## config.mk

```make
export PLATFORM = sky130hd
export DESIGN_NAME = uri_percent_encoder_unit
export DESIGN_NICKNAME = d
export VERILOG_FILES = /design/src/rtl/core/upe_pkg.sv /design/src/rtl/core/upe_front.sv /design/src/rtl/core/upe_cmd_fifo.sv /design/src/rtl/core/upe_back.sv /design/src/rtl/core/uri_percent_encoder_unit.sv
export SDC_FILE = /design/constraint.sdc
export NUM_CORES = 1
export LEC_CHECK = 0
export BUFFER_PORTS_ARGS = -buffer_cell sky130_fd_sc_hd__buf_2
export CAP_MARGIN = 10
export CORE_MARGIN = 8
export CORE_UTILIZATION = 55
export CTS_BUF_LIST = sky130_fd_sc_hd__clkbuf_16
export DETAILED_ROUTE_END_ITERATION = 8
export PLACE_DENSITY = 0.76
export SYNTH_ARGS = -nofsm -noshare
export SYNTH_HDL_FRONTEND = slang
export SYNTH_SLANG_ARGS = --single-unit
```

## constraint.sdc

```tcl
create_clock -name clk -period 3.6 [get_ports clk]
set_input_delay 0.72 -clock clk [delete_from_list [all_inputs] [get_ports clk]]
set_output_delay 0.72 -clock clk [all_outputs]
set_load 0.1 [all_outputs]
```

## src/rtl/core/upe_pkg.sv

```systemverilog
// Shared types, constants and character helpers for the URI percent encoder.
package upe_pkg;

	localparam int unsigned CmdQueueDepth = 2;
	localparam int unsigned SegCount      = 3;

	localparam logic [7:0] CharPercent = 8'h25;
	localparam logic [7:0] CharZero    = 8'h30;
	localparam logic [7:0] CharUpperA  = 8'h41;

	// How one segment of a command turns into output bytes.
	typedef enum logic [1:0] {
		SEG_NONE = 2'd0,
		SEG_RAW  = 2'd1,
		SEG_ENC  = 2'd2
	} seg_kind_t;

	typedef struct packed {
		seg_kind_t  kind;
		logic [7:0] data;
	} seg_t;

	// Segments are packed toward index 0; a NONE segment is never followed by a live one.
	typedef struct packed {
		seg_t [SegCount-1:0] seg;
		logic                eos;
	} cmd_t;

	function automatic logic is_hex(input logic [7:0] c);
		return c inside {[8'h30:8'h39], [8'h41:8'h46], [8'h61:8'h66]};
	endfunction

	function automatic logic keeps_byte(input logic [7:0] c);
		return c inside {[8'h41:8'h5A], [8'h61:8'h7A], [8'h30:8'h39],
			8'h3B, 8'h2C, 8'h2F, 8'h3F, 8'h3A, 8'h40, 8'h26, 8'h3D, 8'h2B,
			8'h24, 8'h2D, 8'h5F, 8'h2E, 8'h21, 8'h7E, 8'h2A, 8'h27, 8'h28,
			8'h29, 8'h23};
	endfunction

	function automatic logic [7:0] hex_upper(input logic [3:0] n);
		logic [7:0] r;
		if (n < 4'd10) begin
			r = CharZero + {4'b0000, n};
		end else begin
			r = CharUpperA + {4'b0000, n} - 8'd10;
		end
		return r;
	endfunction

	// Segment for a byte handled with nothing held; NONE means the byte is a held '%'.
	function automatic seg_t plain_seg(input logic [7:0] c, input logic eos);
		seg_t s;
		s.data = c;
		if (c == CharPercent) begin
			s.kind = eos ? SEG_ENC : SEG_NONE;
		end else if (keeps_byte(c)) begin
			s.kind = SEG_RAW;
		end else begin
			s.kind = SEG_ENC;
		end
		return s;
	endfunction

endpackage

```

## src/rtl/core/upe_front.sv

```systemverilog
// Front end: accepts input bytes, tracks a pending escape and issues output commands.
module upe_front (
	input  logic          clk,
	input  logic          arst_n,
	input  logic          in_valid,
	output logic          in_ready,
	input  logic [7:0]    in_byte,
	input  logic          end_of_string,
	output logic          push,
	output upe_pkg::cmd_t push_cmd,
	input  logic          queue_full
);
	import upe_pkg::*;

	typedef enum logic [2:0] {
		HOLD_NONE  = 3'b001,
		HOLD_PCT   = 3'b010,
		HOLD_DIGIT = 3'b100
	} hold_state_t;

	hold_state_t hold_q, hold_d;
	logic [7:0]  held_digit_q, held_digit_d;
	logic        accept;
	logic        has_out;
	seg_t        plain;
	seg_t        pct_enc;

	always_comb begin
		in_ready      = !queue_full;
		accept        = in_valid && !queue_full;
		plain         = plain_seg(in_byte, end_of_string);
		pct_enc.kind  = SEG_ENC;
		pct_enc.data  = CharPercent;
		hold_d        = HOLD_NONE;
		held_digit_d  = held_digit_q;
		has_out       = 1'b1;
		push_cmd.eos  = end_of_string;
		for (int i = 0; i < SegCount; i++) begin
			push_cmd.seg[i].kind = SEG_NONE;
			push_cmd.seg[i].data = in_byte;
		end
		case (hold_q)
			HOLD_PCT: begin
				if (is_hex(in_byte) && !end_of_string) begin
					hold_d       = HOLD_DIGIT;
					held_digit_d = in_byte;
					has_out      = 1'b0;
				end else begin
					push_cmd.seg[0] = pct_enc;
					push_cmd.seg[1] = plain;
					if (plain.kind == SEG_NONE) begin
						hold_d = HOLD_PCT;
					end
				end
			end
			HOLD_DIGIT: begin
				push_cmd.seg[1].kind = SEG_RAW;
				push_cmd.seg[1].data = held_digit_q;
				if (is_hex(in_byte)) begin
					// complete escape: pass it through verbatim
					push_cmd.seg[0].kind = SEG_RAW;
					push_cmd.seg[0].data = CharPercent;
					push_cmd.seg[2].kind = SEG_RAW;
				end else begin
					push_cmd.seg[0] = pct_enc;
					push_cmd.seg[2] = plain;
					if (plain.kind == SEG_NONE) begin
						hold_d = HOLD_PCT;
					end
				end
			end
			default: begin
				push_cmd.seg[0] = plain;
				if (plain.kind == SEG_NONE) begin
					hold_d  = HOLD_PCT;
					has_out = 1'b0;
				end
			end
		endcase
		push = accept && has_out;
	end

	always_ff @(posedge clk or negedge arst_n) begin
		if (!arst_n) begin
			hold_q <= HOLD_NONE;
		end else if (accept) begin
			hold_q <= hold_d;
		end
	end

	always_ff @(posedge clk) begin
		if (accept) begin
			held_digit_q <= held_digit_d;
		end
	end

endmodule

```

## src/rtl/core/upe_cmd_fifo.sv

```systemverilog
// Short command queue between the front end and the output sequencer.
module upe_cmd_fifo #(
	parameter int unsigned DEPTH = upe_pkg::CmdQueueDepth
) (
	input  logic          clk,
	input  logic          arst_n,
	input  logic          push,
	input  upe_pkg::cmd_t push_cmd,
	output logic          full,
	input  logic          pop,
	output logic          head_valid,
	output upe_pkg::cmd_t head_cmd
);
	import upe_pkg::*;

	localparam int unsigned PtrW = (DEPTH > 1) ? $clog2(DEPTH) : 1;
	localparam int unsigned CntW = $clog2(DEPTH + 1);
	localparam logic [PtrW-1:0] LastPtr = PtrW'(DEPTH - 1);
	localparam logic [CntW-1:0] FullCnt = CntW'(DEPTH);

	cmd_t            mem_q [DEPTH];
	logic [PtrW-1:0] wr_ptr_q, rd_ptr_q;
	logic [CntW-1:0] count_q;

	assign full       = (count_q == FullCnt);
	assign head_valid = (count_q != '0);
	assign head_cmd   = mem_q[rd_ptr_q];

	always_ff @(posedge clk or negedge arst_n) begin
		if (!arst_n) begin
			wr_ptr_q <= '0;
			rd_ptr_q <= '0;
			count_q  <= '0;
		end else begin
			if (push) begin
				wr_ptr_q <= (wr_ptr_q == LastPtr) ? '0 : wr_ptr_q + 1'b1;
			end
			if (pop) begin
				rd_ptr_q <= (rd_ptr_q == LastPtr) ? '0 : rd_ptr_q + 1'b1;
			end
			if (push && !pop) begin
				count_q <= count_q + 1'b1;
			end else if (pop && !push) begin
				count_q <= count_q - 1'b1;
			end
		end
	end

	always_ff @(posedge clk) begin
		if (push) begin
			mem_q[wr_ptr_q] <= push_cmd;
		end
	end

endmodule

```

## src/rtl/core/upe_back.sv

```systemverilog
// Output sequencer: expands queued commands into bytes, one per cycle unless out_ready stalls the output.
module upe_back (
	input  logic          clk,
	input  logic          arst_n,
	input  logic          head_valid,
	input  upe_pkg::cmd_t head_cmd,
	output logic          pop,
	output logic          out_valid,
	input  logic          out_ready,
	output logic [7:0]    out_byte,
	output logic          run_last,
	output logic          string_last
);
	import upe_pkg::*;

	localparam logic [1:0] SubLast = 2'd2;
	localparam logic [1:0] SegLast = 2'(SegCount - 1);

	logic [1:0] seg_idx_q, sub_q;
	logic       out_valid_q, run_last_q, string_last_q;
	logic [7:0] out_byte_q;

	seg_t       cur, nxt;
	logic [7:0] byte_d;
	logic       adv, step, seg_end, cmd_end;

	always_comb begin
		case (seg_idx_q)
			2'd0: begin
				cur = head_cmd.seg[0];
				nxt = head_cmd.seg[1];
			end
			2'd1: begin
				cur = head_cmd.seg[1];
				nxt = head_cmd.seg[2];
			end
			default: begin
				cur = head_cmd.seg[2];
				nxt = head_cmd.seg[2];
			end
		endcase
		if (cur.kind == SEG_RAW) begin
			byte_d = cur.data;
		end else begin
			case (sub_q)
				2'd0:    byte_d = CharPercent;
				2'd1:    byte_d = hex_upper(cur.data[7:4]);
				default: byte_d = hex_upper(cur.data[3:0]);
			endcase
		end
		seg_end = (cur.kind == SEG_RAW) || (sub_q == SubLast);
		cmd_end = seg_end && ((seg_idx_q == SegLast) || (nxt.kind == SEG_NONE));
		adv     = !out_valid_q || out_ready;
		step    = head_valid && adv;
		pop     = step && cmd_end;
	end

	always_ff @(posedge clk or negedge arst_n) begin
		if (!arst_n) begin
			seg_idx_q   <= '0;
			sub_q       <= '0;
			out_valid_q <= 1'b0;
		end else begin
			if (adv) begin
				out_valid_q <= head_valid;
			end
			if (step) begin
				if (cmd_end) begin
					seg_idx_q <= '0;
					sub_q     <= '0;
				end else if (seg_end) begin
					seg_idx_q <= seg_idx_q + 1'b1;
					sub_q     <= '0;
				end else begin
					sub_q <= sub_q + 1'b1;
				end
			end
		end
	end

	always_ff @(posedge clk) begin
		if (step) begin
			out_byte_q    <= byte_d;
			run_last_q    <= cmd_end;
			string_last_q <= cmd_end && head_cmd.eos;
		end
	end

	assign out_valid   = out_valid_q;
	assign out_byte    = out_byte_q;
	assign run_last    = run_last_q;
	assign string_last = string_last_q;

endmodule

```

## src/rtl/core/uri_percent_encoder_unit.sv

```systemverilog
// A request with output is queued, then its bytes leave through the output register.
// The output sequencer emits one byte per cycle while out_ready allows; a request yields 0 to 7
// output bytes (1 for a kept byte, 3 for an encoded byte, up to 7 when a broken escape is flushed).
// The command queue (QUEUE_DEPTH entries) lets input requests land while output is busy.
// Reset clears the held escape, the queue and the output register; nothing is held afterward.
// Top level of the streaming URI percent encoder.
module uri_percent_encoder_unit #(
	parameter int unsigned QUEUE_DEPTH = upe_pkg::CmdQueueDepth
) (
	input  logic       clk,
	input  logic       arst_n,
	input  logic       in_valid,
	output logic       in_ready,
	input  logic [7:0] in_byte,
	input  logic       end_of_string,
	output logic       out_valid,
	input  logic       out_ready,
	output logic [7:0] out_byte,
	output logic       run_last,
	output logic       string_last
);
	import upe_pkg::*;

	// Front to queue: one command per request that produces output.
	logic push, queue_full;
	cmd_t push_cmd;

	// Queue to back: head command, dropped once its last byte moves into the output register.
	logic head_valid, pop;
	cmd_t head_cmd;

	// Classify each request and hold '%' plus at most one hex digit until decided.
	upe_front u_front (
		.clk          (clk),
		.arst_n       (arst_n),
		.in_valid     (in_valid),
		.in_ready     (in_ready),
		.in_byte      (in_byte),
		.end_of_string(end_of_string),
		.push         (push),
		.push_cmd     (push_cmd),
		.queue_full   (queue_full)
	);

	upe_cmd_fifo #(
		.DEPTH(QUEUE_DEPTH)
	) u_queue (
		.clk       (clk),
		.arst_n    (arst_n),
		.push      (push),
		.push_cmd  (push_cmd),
		.full      (queue_full),
		.pop       (pop),
		.head_valid(head_valid),
		.head_cmd  (head_cmd)
	);

	// Advance through the head command's segments, one output byte per cycle unless out_ready stalls.
	upe_back u_back (
		.clk        (clk),
		.arst_n     (arst_n),
		.head_valid (head_valid),
		.head_cmd   (head_cmd),
		.pop        (pop),
		.out_valid  (out_valid),
		.out_ready  (out_ready),
		.out_byte   (out_byte),
		.run_last   (run_last),
		.string_last(string_last)
	);

endmodule
```

Word-level counts from Yosys, hierarchy flattened. Memories as Yosys holds them, arrays and structs flattened. Index checks and enable logic that the tools add are counted. Widths: inputs -> output; s select.

Flip-flop bits (word level): 30. Memory bits (writable): 62. Bits of input ports: 13. Logic and storage cells: 128. Memories: 1.

Add/sub/neg operators: 12. $lt $le $gt $ge: 10. Equal/unequal tests: 29. Multiplexer cells: 32. Reduce and logical (&&, ||, !) cells: 33.

Memory list: u_queue.mem_q (words 2, bits a word 31, rd ports 1, clocked after Yosys merged registers in 0, write ports 1, RTL line upe_cmd_fifo.sv:21) `cmd_t mem_q [DEPTH];`.

Operators with widths (number): $eq 8x6->1 const B (18); $pmux 10 s2 (3); $le 8x7->1 const B (4); $mux 10 (3); $eq 8x7->1 const B (3); $mux 8 (3); $reduce_bool 23->1 (1); $mux 2 (11); $mux 20 (1); $add 7x4->8 const A (2); $ge 8x7->1 const B (2); $pmux 8 s2 (1); $sub 8x4->8 const B (2); $add 6x4->7 const A (2); $logic_and 1x1->1 (14); $ge 8x6->1 const B (1); $le 8x6->1 const B (1); $logic_not 2->1 (4); $lt 4x4->1 const B (2); $add 2x1->2 const B (3); $eq 2x1->1 const B (3); $eq 2x2->1 const B (3); $mux 1 (6); $mux 3 (2); other kinds (12) (21).

Longest topological paths before layout.
Word-level depth: 13. Gate-level depth with buffers: 13.

By module. From an unflattened synthesis, not the netlist that was laid out.

Cells, all modules: 358. Area total of the unflattened synthesis: 4728.3 µm².

By module, submodules not included: upe_cmd_fifo (instances 1, cells an instance 113, area each 2580.0 µm², sequential area each 1961.9 µm²); upe_back (instances 1, cells an instance 123, area each 1183.6 µm², sequential area each 425.4 µm²); upe_front (instances 1, cells an instance 122, area each 964.7 µm², sequential area each 316.6 µm²).

Least setup slack after synthesis. No wires, ideal clock.

Path type: register -> register. From: register u_queue.count_q[0]. To: memory u_queue.mem_q[0][0] in the netlist's numbering, enable pin. Arrival: 3.779 ns. Path slack: -0.636 ns. Stages on the path, launching flop included: 4. Period minus slack after synthesis: 4.236 ns. Cell sequence: dfrtp_1 -> nand2b_1 -> nand2_1 -> nor3_1.

Cells in the longest elaborated chain, start to end: 6.

RTL lines: start, declared (RTL line upe_cmd_fifo.sv:23) `logic [CntW-1:0] count_q;`; start signal, assigned (RTL line upe_cmd_fifo.sv:42) `count_q <= count_q + 1'b1;`; start signal, assigned (RTL line upe_cmd_fifo.sv:44) `count_q <= count_q - 1'b1;`; $eq 2x2->1 (RTL line upe_cmd_fifo.sv:25) `assign full = (count_q == FullCnt);`; $logic_not 1->1; net in_ready (RTL line uri_percent_encoder_unit.sv:13) `output logic in_ready,`; $logic_and 1x1->1 (RTL line upe_front.sv:30) `accept = in_valid && !queue_full;`; $logic_and 1x1->1 (RTL line upe_front.sv:80) `push = accept && has_out;`; $mux 1 (RTL line upe_cmd_fifo.sv:50) `if (push) begin`; $mux 1 (implied by the code) (RTL line upe_cmd_fifo.sv:51) `mem_q[wr_ptr_q] <= push_cmd;`; end, declared (RTL line upe_cmd_fifo.sv:21).

The timed path passes the listed nets, and every way through them passes these cells.

Final worst setup path.
From: register u_back.seg_idx_q[1]. To: register u_back.out_byte_q[1], in the netlist u_back.out_byte[1] (data pin).

Cells in the longest elaborated chain, start to end: 7. Elaborated cells on any way between the ends: 16.

RTL lines: start, declared (RTL line upe_back.sv:19) `logic [1:0] seg_idx_q, sub_q;`; start signal, assigned (RTL line upe_back.sv:72) `seg_idx_q <= seg_idx_q + 1'b1;`; $eq 2x1->1 or $logic_not 2->1 (tied branches) (RTL line upe_back.sv:28) `case (seg_idx_q)`; $pmux 10 s2 * (RTL line upe_back.sv:28); $add 7x4->8 (RTL line upe_pkg.sv:45) `r = CharUpperA + {4'b0000, n} - 8'd10;`; $sub 8x4->8 (RTL line upe_pkg.sv:45); $mux 8 (RTL line upe_pkg.sv:42) `if (n < 4'd10) begin`; $pmux 8 s2 (RTL line upe_back.sv:45) `case (sub_q)`; $mux 8 * (RTL line upe_back.sv:42) `if (cur.kind == SEG_RAW) begin`; net u_back.byte_d[1] (RTL line upe_back.sv:24) `logic [7:0] byte_d;`; end signal, assigned (RTL line upe_back.sv:83) `out_byte_q <= byte_d;`; end, declared (RTL line upe_back.sv:21) `logic [7:0] out_byte_q;`.

Mark *: on every way through the listed nets, which the timed path passes. The rest lies on a longest branch. A chain may end at the register's enable or synchronous reset.

==> run_summary.xml <==
<?xml version="1.0" encoding="UTF-8"?>
<metrics>
  <group name="die">
    <metric name="row_count" unit="">32</metric>
    <metric name="boundaryPins" unit="">25</metric>
    <metric name="chipWidth" unit="µm">105</metric>
    <metric name="coreArea" unit="µm²">7730</metric>
    <metric name="dieArea" unit="µm²">11100</metric>
    <metric name="die-height" unit="µm">105</metric>
    <metric name="floorplan.initialDensity" unit="">0.568</metric>
  </group>
  <group name="run">
    <metric name="maxCapViolCount" unit="">0</metric>
  </group>
  <group name="global_routing">
    <metric name="globalRouteTotalUtil" unit="">0.145</metric>
    <metric name="antenna_violations_before_repair" unit="">0</metric>
    <metric name="grt_pass1_wl" unit="µm">12700</metric>
    <metric name="globalRouteOverflowTotal" unit="">0</metric>
    <metric name="maximum_number_of_pins_on_one_net_before_global_route_repair" unit="">32</metric>
    <metric name="grt_pass1_vias" unit="">2570</metric>
  </group>
  <group name="timing">
    <metric name="relSlewSlack" unit="">0.582</metric>
    <metric name="finalWorstPathRequiredPeriod" unit="ns">2.67</metric>
    <metric name="setup_violations" unit="">0</metric>
    <metric name="number_of_failing_hold_endpoints_at_the_final_stage" unit="">0</metric>
    <metric name="slew_viol_final" unit="">0</metric>
    <metric name="fmax" unit="MHz">374</metric>
    <metric name="rsz0062_at_grt" unit="">false</metric>
    <metric name="setup_total_negative_slack" unit="ns">0</metric>
    <metric name="worstMarginPinSlew" unit="ns">0.627</metric>
    <metric name="clock-skew-final" unit="ns">0.00537</metric>
    <metric name="final_min_period_over_clock_period" unit="">0.743</metric>
  </group>
  <group name="critical_path">
    <metric name="crit_family" unit="">compound AO/OA/AOI/OAI gates</metric>
    <metric name="critical_path_peak_fanout" unit="">15</metric>
    <metric name="crit_path_max_incr_delay" unit="ns">0.50</metric>
    <metric name="regToRegStartpoint" unit="">u_back.seg_idx_q[1]</metric>
    <metric name="worst-path-buf-inv" unit="">1</metric>
    <metric name="r2r.worst_path.cells" unit="">9</metric>
    <metric name="r2r_slack" unit="ns">0.93</metric>
    <metric name="timing.critical_path.required" unit="ns">3.76</metric>
    <metric name="timing.critical_path.from_type" unit="">flop</metric>
    <metric name="critical_path_arrival" unit="ns">2.84</metric>
    <metric name="timing.critical_path.to_type" unit="">flop</metric>
    <metric name="critical-path-slowest-cell" unit="">sky130_fd_sc_hd__ha_1</metric>
    <metric name="worst_r2r_endpoint" unit="">u_back.out_byte[1]</metric>
    <metric name="critPathKind" unit="">reg -&gt; reg</metric>
    <metric name="worstPathCellList" unit="">inv_1, ha_1, or2_2, nor2_1, a221oi_2, ha_1, a21boi_1, a221oi_1, a221oi_2</metric>
  </group>
  <group name="routing">
    <metric name="drcViolationCount" unit="">0</metric>
    <metric name="routedWlPerCell" unit="µm">16.7</metric>
    <metric name="detailed_router_iteration_count_before_antenna_repair" unit="">4</metric>
    <metric name="wirelength" unit="µm">8020</metric>
    <metric name="via_per_inst" unit="">5.79</metric>
    <metric name="routed-via-count" unit="">2780</metric>
    <metric name="dr.first_iter.drc_count" unit="">174</metric>
    <metric name="ant_nets" unit="">0</metric>
  </group>
  <group name="placement">
    <metric name="dp.final_hpwl" unit="µm">5550</metric>
    <metric name="gp_congestion" unit="">0.826</metric>
    <metric name="port_buffers" unit="">24</metric>
  </group>
  <group name="clock_tree">
    <metric name="numCtsBuffers" unit="">9</metric>
    <metric name="cts_tree" unit="">done</metric>
    <metric name="holdBufCountCts" unit="">0</metric>
    <metric name="clock_sinks" unit="">92</metric>
    <metric name="clock-root-buffer" unit="">sky130_fd_sc_hd__clkbuf_16</metric>
    <metric name="clock_latency" unit="ns">0.33</metric>
    <metric name="cts_resized" unit="">0</metric>
    <metric name="ctsHtreeMaxLevel" unit="">3</metric>
    <metric name="cts_buffer_depth" unit="">2</metric>
    <metric name="cts.reportedPaths.clkPinSlew" unit="ns">0.06</metric>
    <metric name="cts.repair_timing.setup_buffer_count" unit="">0</metric>
  </group>
  <group name="synthesis">
    <metric name="synth_top_area_frac" unit="">0.547</metric>
    <metric name="synthesis.instances" unit="">343</metric>
    <metric name="synth-seq-area-share" unit="">0.616</metric>
    <metric name="postSynthAreaPerCell" unit="µm²">12.8</metric>
    <metric name="register_bit_total_from_synthesis" unit="">92</metric>
    <metric name="synth.lib_cells_used.distinct" unit="">65</metric>
    <metric name="post-synth-top-area-cell" unit="">sky130_fd_sc_hd__edfxtp_1</metric>
    <metric name="synth_area_leaders" unit="">sky130_fd_sc_hd__edfxtp_1 55%, sky130_fd_sc_hd__dfrtp_1 6.3%, sky130_fd_sc_hd__nand2_1 3.7%</metric>
    <metric name="synth_area" unit="µm²">4390</metric>
    <metric name="synth_enable_flop_cells" unit="">80</metric>
    <metric name="net_count_synth" unit="">365</metric>
    <metric name="synth-main-ff-cell" unit="">sky130_fd_sc_hd__edfxtp_1</metric>
    <metric name="yosys_warnings" unit="">0</metric>
    <metric name="synthArstFlopShare" unit="">0.130</metric>
  </group>
  <group name="finish">
    <metric name="nNetsFinal" unit="">395</metric>
    <metric name="most_common_cell_after_layout_fill_and_taps_aside" unit="">sky130_fd_sc_hd__edfxtp_1</metric>
    <metric name="layout-drive-gt1-share" unit="">0.209</metric>
    <metric name="area_growth_syn_to_layout" unit="%">12.5</metric>
    <metric name="antenna_cells_inserted" unit="">0</metric>
    <metric name="mostFrequentLayoutCells" unit="">80 x sky130_fd_sc_hd__edfxtp_1, 43 x sky130_fd_sc_hd__nand2_1, 24 x sky130_fd_sc_hd__buf_2</metric>
  </group>
  <group name="worst_hold_path">
    <metric name="hold_path_class" unit="">in -&gt; async</metric>
  </group>
  <group name="outcome">
    <metric name="status" unit="">complete, no violations</metric>
  </group>
</metrics>
-- worst max-delay path by stage --
| stage | endpoint | slack (ns) | cells past startpoint | start |
|---|---|---|---|---|
| floorplan | u_queue.mem_q[0][0] | 0.30 | 3 | u_queue.count_q[0] |
| global placement | u_queue.mem_q[1][14] | 0.88 | 8 | in_byte[2] |
| detailed placement | u_queue.mem_q[1][5] | 0.84 | 8 | in_byte[2] |
| CTS | u_back.out_byte[1] | 0.95 | 9 | u_back.seg_idx_q[1] |
| global route | u_queue.count_q[1] | 0.68 | 12 | u_back.seg_idx_q[1] |
| finish | u_back.out_byte[1] | 0.93 | 9 | u_back.seg_idx_q[1] |
-- layer usage --
layer | up-vias | GRT usage | wire (µm)
met4 | 0 | 0.0561 | 110
met5 | - | 0 | 0
met1 | 1341 | 0.187 | 3750
met3 | 9 | 0.0426 | 438
li1 | 1353 | - | -
met2 | 77 | 0.226 | 3720
-- synth_stat cells (3+ instances only) --
master,n
sky130_fd_sc_hd__edfxtp_1,80
sky130_fd_sc_hd__nand2_1,43
sky130_fd_sc_hd__nor2_1,23
sky130_fd_sc_hd__mux2_2,14
sky130_fd_sc_hd__inv_1,13
sky130_fd_sc_hd__dfrtp_1,11
sky130_fd_sc_hd__nand2b_1,11
sky130_fd_sc_hd__mux2i_1,10
sky130_fd_sc_hd__o21ai_0,10
sky130_fd_sc_hd__ha_1,9
sky130_fd_sc_hd__and2_1,8
sky130_fd_sc_hd__nand3_1,8
sky130_fd_sc_hd__o22ai_1,8
sky130_fd_sc_hd__a21oi_1,7
sky130_fd_sc_hd__a31oi_1,5
sky130_fd_sc_hd__buf_2,5
sky130_fd_sc_hd__a221oi_1,4
sky130_fd_sc_hd__nor3_1,4
sky130_fd_sc_hd__xor2_1,4
sky130_fd_sc_hd__a221oi_2,3
sky130_fd_sc_hd__a22oi_1,3
sky130_fd_sc_hd__buf_6,3
sky130_fd_sc_hd__o21ai_1,3
sky130_fd_sc_hd__o31ai_1,3
sky130_fd_sc_hd__xnor2_1,3
-- logic make-up (layout without fill, tap and decap cells) --
family          after synthesis  after routing  share of synthesized area
buf+inv                      25             60                     0.0297
fa+ha+maj                     9              9                     0.0257
xor+xnor                      7              7                     0.0140
compound gates               73             73                      0.128
simple gates                111            111                      0.123
mux                          26             26                     0.0639
flops                        92             92                      0.616
-- flip-flops by register name, indices dropped and copies added, names as in the netlist --
register,count
u_back.out_byte,8
u_back.out_valid,1
u_back.run_last,1
u_back.seg_idx_q,2
u_back.string_last,1
u_back.sub_q,2
u_front.held_digit_q,8
u_front.hold_q,3
u_queue.count_q,2
u_queue.mem_q,62
u_queue.rd_ptr_q,1
u_queue.wr_ptr_q,1
-- final cells by class --
class | instances | area, µm²
multi-input combinational | 226 | 1570
tap | 102 | 128
inverter | 13 | 48.8
fill | 564 | 2790
timing repair buffer | 31 | 173
sequential | 92 | 2700
clock inverter | 7 | 91.3
clock buffer | 9 | 225
-- per-stage QoR --
| stage | utilization | instance area, µm² | hold slack [ns] | setup WS (ns) | cells |
|---|---|---|---|---|---|
| after floorplan | - | 4390 | 0.424 | 0.301 | 343 |
| after global placement | 0.598 | 4620 | 0.477 | 0.884 | 464 |
| after detailed placement | 0.598 | 4620 | 0.507 | 0.840 | 464 |
| after CTS | 0.639 | 4930 | 0.271 | 0.953 | 480 |
| after global routing | 0.639 | 4930 | 0.286 | 0.676 | 480 |
| final | 0.639 | 4930 | 0.265 | 0.925 | 480 |
Power is not shown: default switching activity piles up to over one toggle a cycle in this logic, so the estimate is an artifact.
